--- src/rtl/bmtp_pkg.sv ---
// bmtp_pkg: record layout constants, result kinds and result types shared by the
// binary mesh triangle parser and its response queue. No dependencies.
package bmtp_pkg;

   localparam int unsigned RECORD_BYTES = 50;
   localparam int unsigned NORMAL_BYTES = 12;
   localparam int unsigned COUNT_BYTES  = 4;
   localparam int unsigned VERTEX_WORDS = 9;
   localparam int unsigned VERTEX_END   = NORMAL_BYTES + 4 * VERTEX_WORDS;
   localparam int unsigned RECORD_W     = $clog2(RECORD_BYTES);
   localparam int unsigned VIDX_W       = $clog2(VERTEX_WORDS);
   localparam int unsigned QUEUE_DEPTH  = 4;

   typedef enum logic [1:0] {
      KIND_TRIANGLE   = 2'd0,
      KIND_SUCCESS    = 2'd1,
      KIND_SIZE_ERROR = 2'd2,
      KIND_NONFINITE  = 2'd3
   } kind_type;

   typedef struct packed {
      logic [VERTEX_WORDS-1:0][31:0] vertex;
      kind_type                      kind;
      logic [31:0]                   number;
      logic                          last;
   } result_type;

   typedef struct packed {
      logic       first_valid;
      logic       second_valid;
      result_type first;
      result_type second;
   } push_type;

   function automatic logic word_finite(input logic [31:0] w);
      return w[30:23] != 8'hFF;
   endfunction

endpackage

--- src/rtl/bmtp_rsp_queue.sv ---
// bmtp_rsp_queue: small response queue taking up to two results per cycle
// and handing out one per cycle while out_ready is high. Depends on bmtp_pkg.
module bmtp_rsp_queue (
   input  logic                 clock,
   input  logic                 reset,
   input  bmtp_pkg::push_type   push,
   output logic                 space_ok,
   output logic                 out_valid,
   input  logic                 out_ready,
   output bmtp_pkg::result_type out_data
);

   localparam int unsigned PTR_W = $clog2(bmtp_pkg::QUEUE_DEPTH);
   localparam int unsigned CNT_W = $clog2(bmtp_pkg::QUEUE_DEPTH + 1);

   bmtp_pkg::result_type entry_ff [bmtp_pkg::QUEUE_DEPTH];
   logic [PTR_W-1:0]     wr_ptr_ff, wr_ptr_in;
   logic [PTR_W-1:0]     rd_ptr_ff, rd_ptr_in;
   logic [CNT_W-1:0]     count_ff, count_in;
   logic [CNT_W-1:0]     n_push;
   logic                 pop;

   assign out_valid = count_ff != '0;
   assign out_data  = entry_ff[rd_ptr_ff];
   assign space_ok  = count_ff <= CNT_W'(bmtp_pkg::QUEUE_DEPTH - 2);
   assign pop       = out_valid & out_ready;

   always_comb begin
      n_push    = CNT_W'(push.first_valid) + CNT_W'(push.second_valid);
      count_in  = count_ff + n_push - CNT_W'(pop);
      wr_ptr_in = wr_ptr_ff + PTR_W'(n_push);
      rd_ptr_in = rd_ptr_ff + PTR_W'(pop);
   end

   always_ff @(posedge clock) begin
      if (reset) begin
         wr_ptr_ff <= '0;
         rd_ptr_ff <= '0;
         count_ff  <= '0;
      end else begin
         wr_ptr_ff <= wr_ptr_in;
         rd_ptr_ff <= rd_ptr_in;
         count_ff  <= count_in;
      end
   end

   always_ff @(posedge clock) begin
      if (push.first_valid) begin
         entry_ff[wr_ptr_ff] <= push.first;
      end
      if (push.second_valid) begin
         entry_ff[wr_ptr_ff + PTR_W'(1)] <= push.second;
      end
   end

endmodule

--- src/rtl/binary_mesh_triangle_parser.sv ---
// binary_mesh_triangle_parser: byte-serial parser for binary triangle mesh files.
// Depends on bmtp_pkg and bmtp_rsp_queue.
//
// channel  direction  tdata                                 tuser        tlast
// req      in         data_byte                             -            final_byte
// rsp      out        v0_x..v2_z, triangle_number           result_kind  end_of_run
//
// one byte per cycle unless req_tready is low; each updates counters and word shifter
// results go into a four-entry queue, up to two per byte (triangle plus status)
// req_tready drops only while the queue holds more than two results
// reset is synchronous and clears parse state (not vertex registers) and the queue
module binary_mesh_triangle_parser #(
   parameter int unsigned HEADER_BYTES = 80
) (
   input  logic         clock,
   input  logic         reset,
   input  logic         req_tvalid,
   output logic         req_tready,
   input  logic [7:0]   req_tdata,   // [7:0] data_byte
   input  logic         req_tlast,
   output logic         rsp_tvalid,
   input  logic         rsp_tready,
   output logic [319:0] rsp_tdata,   // v0_x, v0_y, v0_z, v1_x .. v2_z, triangle_number
   output logic [1:0]   rsp_tuser,   // [1:0] result_kind
   output logic         rsp_tlast
);

   localparam int unsigned PREFIX_TOTAL = HEADER_BYTES + bmtp_pkg::COUNT_BYTES;
   localparam int unsigned PW           = $clog2(PREFIX_TOTAL + 1);
   localparam int unsigned RW           = bmtp_pkg::RECORD_W;
   localparam int unsigned NV           = bmtp_pkg::VERTEX_WORDS;

   logic [PW-1:0]   prefix_ff, prefix_in;
   logic [RW-1:0]   record_ff, record_in;
   logic [31:0]     count_ff, count_in;
   logic [32:0]     done_ff, done_in;
   logic [23:0]     gather_ff, gather_in;
   logic [31:0]     vertex_ff [NV];
   logic [31:0]     vertex_in [NV];
   logic            bad_ff, bad_in;
   logic [31:0]     bad_idx_ff, bad_idx_in;

   logic            accept;
   logic [RW-1:0]   k;
   logic            all_finite;
   logic            tri_valid;
   logic            size_ok;
   bmtp_pkg::result_type tri_res, status_res, head;
   bmtp_pkg::push_type   push;
   logic            space_ok;

   assign accept     = req_tvalid & req_tready;
   assign req_tready = space_ok;

   always_comb begin
      all_finite = 1'b1;
      for (int i = 0; i < NV; i++) begin
         if (!bmtp_pkg::word_finite(vertex_ff[i])) begin
            all_finite = 1'b0;
         end
      end
   end

   always_comb begin
      prefix_in  = prefix_ff;
      record_in  = record_ff;
      count_in   = count_ff;
      done_in    = done_ff;
      gather_in  = gather_ff;
      bad_in     = bad_ff;
      bad_idx_in = bad_idx_ff;
      for (int i = 0; i < NV; i++) begin
         vertex_in[i] = vertex_ff[i];
      end
      tri_valid  = 1'b0;
      k          = record_ff - RW'(bmtp_pkg::NORMAL_BYTES);

      if (prefix_ff < PW'(PREFIX_TOTAL)) begin
         if (prefix_ff >= PW'(HEADER_BYTES)) begin
            if (prefix_ff == PW'(PREFIX_TOTAL - 1)) begin
               count_in = {req_tdata, gather_ff};
            end else begin
               gather_in = {req_tdata, gather_ff[23:8]};
            end
         end
         prefix_in = prefix_ff + PW'(1);
      end else begin
         if (record_ff >= RW'(bmtp_pkg::NORMAL_BYTES) &&
             record_ff < RW'(bmtp_pkg::VERTEX_END)) begin
            if (k[1:0] == 2'd3) begin
               vertex_in[k[RW-1:2]] = {req_tdata, gather_ff};
            end else begin
               gather_in = {req_tdata, gather_ff[23:8]};
            end
         end
         if (record_ff == RW'(bmtp_pkg::RECORD_BYTES - 1)) begin
            record_in = '0;
            if (!bad_ff) begin
               if (all_finite) begin
                  tri_valid = 1'b1;
               end else begin
                  bad_in     = 1'b1;
                  bad_idx_in = done_ff[31:0];
               end
            end
            if (done_ff != '1) begin
               done_in = done_ff + 33'd1;
            end
         end else begin
            record_in = record_ff + RW'(1);
         end
      end

      size_ok = prefix_in >= PW'(PREFIX_TOTAL) && record_in == '0 &&
                done_in == {1'b0, count_in};

      tri_res.vertex = '0;
      for (int i = 0; i < NV; i++) begin
         tri_res.vertex[i] = vertex_ff[i];
      end
      tri_res.kind   = bmtp_pkg::KIND_TRIANGLE;
      tri_res.number = done_ff[31:0];
      tri_res.last   = 1'b0;

      status_res.vertex = '0;
      status_res.last   = 1'b1;
      if (!size_ok) begin
         status_res.kind   = bmtp_pkg::KIND_SIZE_ERROR;
         status_res.number = '0;
      end else if (bad_in) begin
         status_res.kind   = bmtp_pkg::KIND_NONFINITE;
         status_res.number = bad_idx_in;
      end else begin
         status_res.kind   = bmtp_pkg::KIND_SUCCESS;
         status_res.number = '0;
      end

      if (req_tlast) begin
         prefix_in  = '0;
         record_in  = '0;
         count_in   = '0;
         done_in    = '0;
         gather_in  = '0;
         bad_in     = 1'b0;
         bad_idx_in = '0;
      end

      push.first_valid  = accept & (tri_valid | req_tlast);
      push.second_valid = accept & tri_valid & req_tlast;
      push.first        = tri_valid ? tri_res : status_res;
      push.second       = status_res;
   end

   always_ff @(posedge clock) begin
      if (reset) begin
         prefix_ff  <= '0;
         record_ff  <= '0;
         count_ff   <= '0;
         done_ff    <= '0;
         gather_ff  <= '0;
         bad_ff     <= 1'b0;
         bad_idx_ff <= '0;
      end else if (accept) begin
         prefix_ff  <= prefix_in;
         record_ff  <= record_in;
         count_ff   <= count_in;
         done_ff    <= done_in;
         gather_ff  <= gather_in;
         bad_ff     <= bad_in;
         bad_idx_ff <= bad_idx_in;
      end
   end

   always_ff @(posedge clock) begin
      if (accept) begin
         for (int i = 0; i < NV; i++) begin
            vertex_ff[i] <= vertex_in[i];
         end
      end
   end

   bmtp_rsp_queue u_queue (
      .clock     (clock),
      .reset     (reset),
      .push      (push),
      .space_ok  (space_ok),
      .out_valid (rsp_tvalid),
      .out_ready (rsp_tready),
      .out_data  (head)
   );

   assign rsp_tdata = {head.number, head.vertex};
   assign rsp_tuser = head.kind;
   assign rsp_tlast = head.last;

endmodule

--- config.mk ---
export PLATFORM = sky130hd
export DESIGN_NAME = binary_mesh_triangle_parser
export DESIGN_NICKNAME = d
export VERILOG_FILES = /design/src/rtl/bmtp_pkg.sv /design/src/rtl/bmtp_rsp_queue.sv /design/src/rtl/binary_mesh_triangle_parser.sv
export SDC_FILE = /design/constraint.sdc
export NUM_CORES = 2
export LEC_CHECK = 0
export ABC_CLOCK_PERIOD_IN_PS = 6320
export BUFFER_PORTS_ARGS = -buffer_cell sky130_fd_sc_hd__buf_2
export CORE_AREA = 10 10 401 403
export DETAILED_ROUTE_END_ITERATION = 6
export DIE_AREA = 0 0 411 413
export PLACE_DENSITY_LB_ADDON = 0.05
export RECOVER_POWER = 25
export SETUP_SLACK_MARGIN = 0.02
export SKIP_LAST_GASP = 1
export SLEW_MARGIN = 20
export SYNTH_ARGS = -nofsm -noshare
export SYNTH_HDL_FRONTEND = slang
export SYNTH_SLANG_ARGS = --single-unit
--- constraint.sdc ---
create_clock -name clock -period 6.32 [get_ports clock]
set_clock_uncertainty 0.1 [all_clocks]
set_input_delay 0.948 -clock clock [delete_from_list [all_inputs] [get_ports clock]]
set_output_delay 0.948 -clock clock [all_outputs]
set_load 0.1 [all_outputs]
-- Word-level counts from Yosys, hierarchy flattened
Memory sizes are Yosys's and may differ from the RTL's. A register that Yosys moved wholly into a read port is not among the register bits.
Cells that the tools add are included.
- $add $sub $neg: 10
- multiply operators: 0
- div/mod/pow operators: 0
- order comparisons: 8
- equal/unequal tests: 17
- shift-type cells: 0
- multiplexer cells: 58
- bitwise operators: 7
- reduce and logical (&&, ||, !) cells: 8
- operators by type and width (cell ; number):
    $mux 288 ; 3
    $mux 323 ; 1
    $mux 32 ; 10
    $bwmux 288 ; 1
    $mux 24 ; 6
    $mux 33 ; 4
    $demux 32 s4 ; 1
    $ne 8x8->1 const B ; 9
    $mux 34 ; 2
    $add 33x1->33 const B ; 1
    $eq 33x32->1 ; 1
    $ne 33x33->1 const B ; 1
    $mux 1 ; 24
    $mux 6 ; 3
    $ge 7x7->1 const B ; 2
    $mux 7 ; 2
    $add 7x1->7 const B ; 1
    $eq 7x7->1 const B ; 1
    $lt 7x7->1 const B ; 1
    $add 6x1->6 const B ; 1
    $eq 6x6->1 const B ; 1
    $ge 6x4->1 const B ; 1
    $logic_not 6->1 ; 1
    $lt 6x6->1 const B ; 1
    20 further kinds ; 29
- bits in registers: 142
- latch bits: 0
- bits in writable memories: 1580
- memory bits (read-only): 0
- logic and storage cells: 120
- memories: 2
- memory list (name ; depth ; bits a word ; rd ports ; clocked after Yosys merged registers in ; write ports ; RTL line ; text):
    u_queue.entry_ff ; 4 ; 323 ; 1 ; 1 ; 2 ; bmtp_rsp_queue.sv:16 ; bmtp_pkg::result_type entry_ff [bmtp_pkg::QUEUE_DEPTH];
    vertex_ff ; 9 ; 32 ; 9 ; 0 ; 9 ; binary_mesh_triangle_parser.sv:38 ; logic [31:0] vertex_ff [NV];

-- Logic depth before layout (Yosys ltp)
An unclocked memory read counts as a cell.
- word-level depth: 20
- depth in mapped cells: 16

-- Cells and area by module
Synthesis repeated with hierarchy kept, for this count alone.
- cell total of the unflattened synthesis: 5012
- area total of the unflattened synthesis: 84334.6 um^2
- by module, submodules not included (module ; times used ; cells an instance ; area each (um^2) ; seq. area each (um^2)):
    bmtp_rsp_queue ; 1 ; 3167 ; 64843.4 ; 38937.3
    binary_mesh_triangle_parser ; 1 ; 1845 ; 19491.2 ; 11350.9

-- Worst setup path after synthesis
OpenSTA, ideal clock, no wires.
- path type: reg-to-reg
- start point: reg u_queue.count_ff[1]
- end point: mem vertex_ff[1][0] (netlist: vertex_ff[0][32]), enable pin
- library setup time: 0.461 ns
- arrival time: 5.047 ns
- data required time: 5.759 ns
- setup slack: 0.712 ns
- stages on the path, launching flop included: 6
- path buffers: 1
- clock period less this slack: 5.608 ns
- cells stage by stage: dfxtp_1 -> a21oi_1 -> nand2_1 -> clkbuf_1 -> or4_1 -> nor3_1
- RTL lines (element ; RTL line ; text):
    start, declared ; bmtp_rsp_queue.sv:19 ; logic [CNT_W-1:0] count_ff, count_in;
    start signal, assigned ; bmtp_rsp_queue.sv:43 ; count_ff <= count_in;
    end, declared ; binary_mesh_triangle_parser.sv:38 ;

==> flow_summary.toml <==
[outcome]
status = "complete, but fails checks"
violations = "capacitance limit, slew limit"

[min_path]
hold_depth = 2
hold_path_class = "flip-flop to flip-flop"

[worst_setup_path]
crit_fanout = 27
path_depth = 6
cp.arrival_ns = 5.66
crit_chain = "a21oi_1 -> and2_0 -> clkbuf_1 -> nand3_1 -> nor2_1 -> clkbuf_1"
crit_family = "buffers and inverters"
path_common_cell = "clkbuf_1"
startpoint_type = "flip-flop"
required_ns = 6.60
slowest_delay_ns = 1.35
r2r_cells = 6
critical_path_buf_inv_count = 2
worstSetupEndpointType = "flip-flop"
slowest_stage = "clkbuf_1"
crit_type = "flip-flop to flip-flop"

[drt]
firstDrtPassIters = 6
vias_per_cell = 5.74
vias = 52117
wl_met1_mm = 99.9
ant_nets = 0
wl_met2_mm = 106
drtIter0Drc = 4878
drc = 0
top_layer = "met5"
wl_mm = 228
wl_per_cell_microns = 25.1
dr_wl_met3_mm = 14.8

[sta]
grt_setup_unrepaired = "no"
hold_viol = 0
fin_crit_ns = 5.38
hold-worst-slack_ns = 0.343
setup_tns_ns = 0
drv_slew = 610
setup_violations = 0
maxSlewHeadroom = -0.759
fmax_ghz = 0.186
timing.final.crit_share = 0.851
timing_worst_slew_pin_value_ns = 2.64

[clock_network]
cts_buffers = 184
clock-sinks = 1722
cts_root_buf = "clkbuf_16"
clk_latency_ns = 0.82
postCtsSetupBuffers = 0
htreeDepth = 4
cts_tree = "done"
hold_buffers = 0
clkTransAtPathRegs_ns = 0.06
cts_resized = 0
clock_path_buffers = 3

[cells_and_area]
area_growth_pct = 14.0
drive_above_1_share = 0.151
final_nets = 6897
final_cell_mix = "nor2_1 (1321), dfxtp_1 (1296), nand2_1 (919)"
layout_commonest_cell = "nor2_1"

[synthesis]
syn_avg_cell_area_sq_um = 10.1
synth.distinct_cells = 73
synthCells = 6763
yosys.area.top_type = "dfxtp_1"
post-synth-top-area-fraction = 0.382
synth_seq_cells = 1722
synth-main-ff-cell = "dfxtp_1"
syn_area_sq_um = 68100
syn_nets = 6788
async_flop_share = 0
ys_seq_area_frac = 0.569
synthTopCellsByArea = "dfxtp_1 (38%), edfxtp_1 (19%), mux4_2 (11%), nor2_1 (7.3%), nand2_1 (5.1%)"
synth_edf_count = 424
yosysWarnings = 0

[die]
die_x_microns = 411
fp.dieH_microns = 413
start_util = 0.445
rows = 144
die_area_sq_um = 170000
core_sq_um = 153000
pin_count = 338

[global_routing]
grt_pass1_wl_mm = 337
gr-total-overflow = 0
grt_max_degree = 141
antenna_found_initial = 23
grt_pass1_vias = 50577
grtUsageTotal = 0.260

[flow_run]
max_cap_violations = 35

[placement]
dpl.hpwl_mm = 132
numPortBuffers = 337
place_congestion = 0.896

[power_and_ir_drop]
leakagePower_uw = 0.0284
ir_drop_v = 0.000331
powerDensity_nw_per_um2 = 321
==> worst min-delay path: stages, from the launching register on <==
cell and delay, ns:
dfxtp_1 0.32, nand2_1 0.04, o21ai_0 0.05
==> through the flow <==
step                      total power (uW)   util  std cells  setup WS, ns  cell area, sq um
after floorplan                      13800      -       6763         0.712             68100
after global placement               14500  0.470       8728          1.58             71900
after detailed placement             14500  0.470       8728          1.33             71900
after CTS                            25100  0.509       9073          1.32             77800
after global routing                 25700  0.508       9075         0.575             77600
final                                24900  0.508       9081         0.939             77700
==> area by class of cell <==
type	count	area, sq um
Clock inverter	58	480
Multi-Input combinational cell	4462	27300
Clock buffer	287	5480
Inverter	22	82.6
Antenna cell	6	15.0
Tap cell	2044	2560
Timing Repair Buffer	480	3000
Fill cell	14107	75300
Sequential cell	1722	38700
==> metal layers <==
layer  up-vias  GRT usage
met2      1735      0.422
met5         -          0
met1     26092      0.361
met4         4     0.0833
met3       333     0.0348
li1      23953          -
==> flip-flops by register name, indices dropped and copies added (netlist names), 3 cells and up <==
signal            cells
count_ff             32
prefix_ff             7
u_queue.count_ff      3
done_ff              33
bad_idx_ff           32
vertex_ff           288
u_queue.entry_ff   1292
gather_ff            24
record_ff             6
==> report_power, final <==
group          switching [uW]  leakage, uW  internal [uW]
Combinational            2020       0.0106            798
Clock                    4490      0.00293           6190
Sequential               92.9       0.0149          11300
==> cells in the mapped netlist (all sizes together), types with 45 or more instances <==
| library cell | number |
|---|---|
| a22oi | 90 |
| nor2 | 1329 |
| edfxtp | 424 |
| buf | 118 |
| a32o | 128 |
| nand2 | 921 |
| clkbuf | 439 |
| a21oi | 648 |
| dfxtp | 1298 |
| mux4 | 323 |
| o21ai | 633 |
| nand4 | 45 |
==> final timing paths <==
check,to,start,slack [ns]
min,u_queue.entry_ff[2][181],u_queue.entry_ff[2][181],0.34
max,vertex_ff[0][263],u_queue.count_ff[1],0.94
max reg2reg,vertex_ff[0][263],u_queue.count_ff[1],0.94
min reg2reg,u_queue.entry_ff[2][181],u_queue.entry_ff[2][181],0.34
==> kinds of logic after synthesis <==
family | share of synthesized area
multiplexers | 0.111
AND/OR/NAND/NOR | 0.148
buffers and inverters | 0.0331
flip-flops | 0.569
AO/OA/AOI/OAI | 0.130
XOR/XNOR | 0.00689
adder cells (fa/ha/maj) | 0.00231
Note: power is estimated with default switching activity, not from simulation.
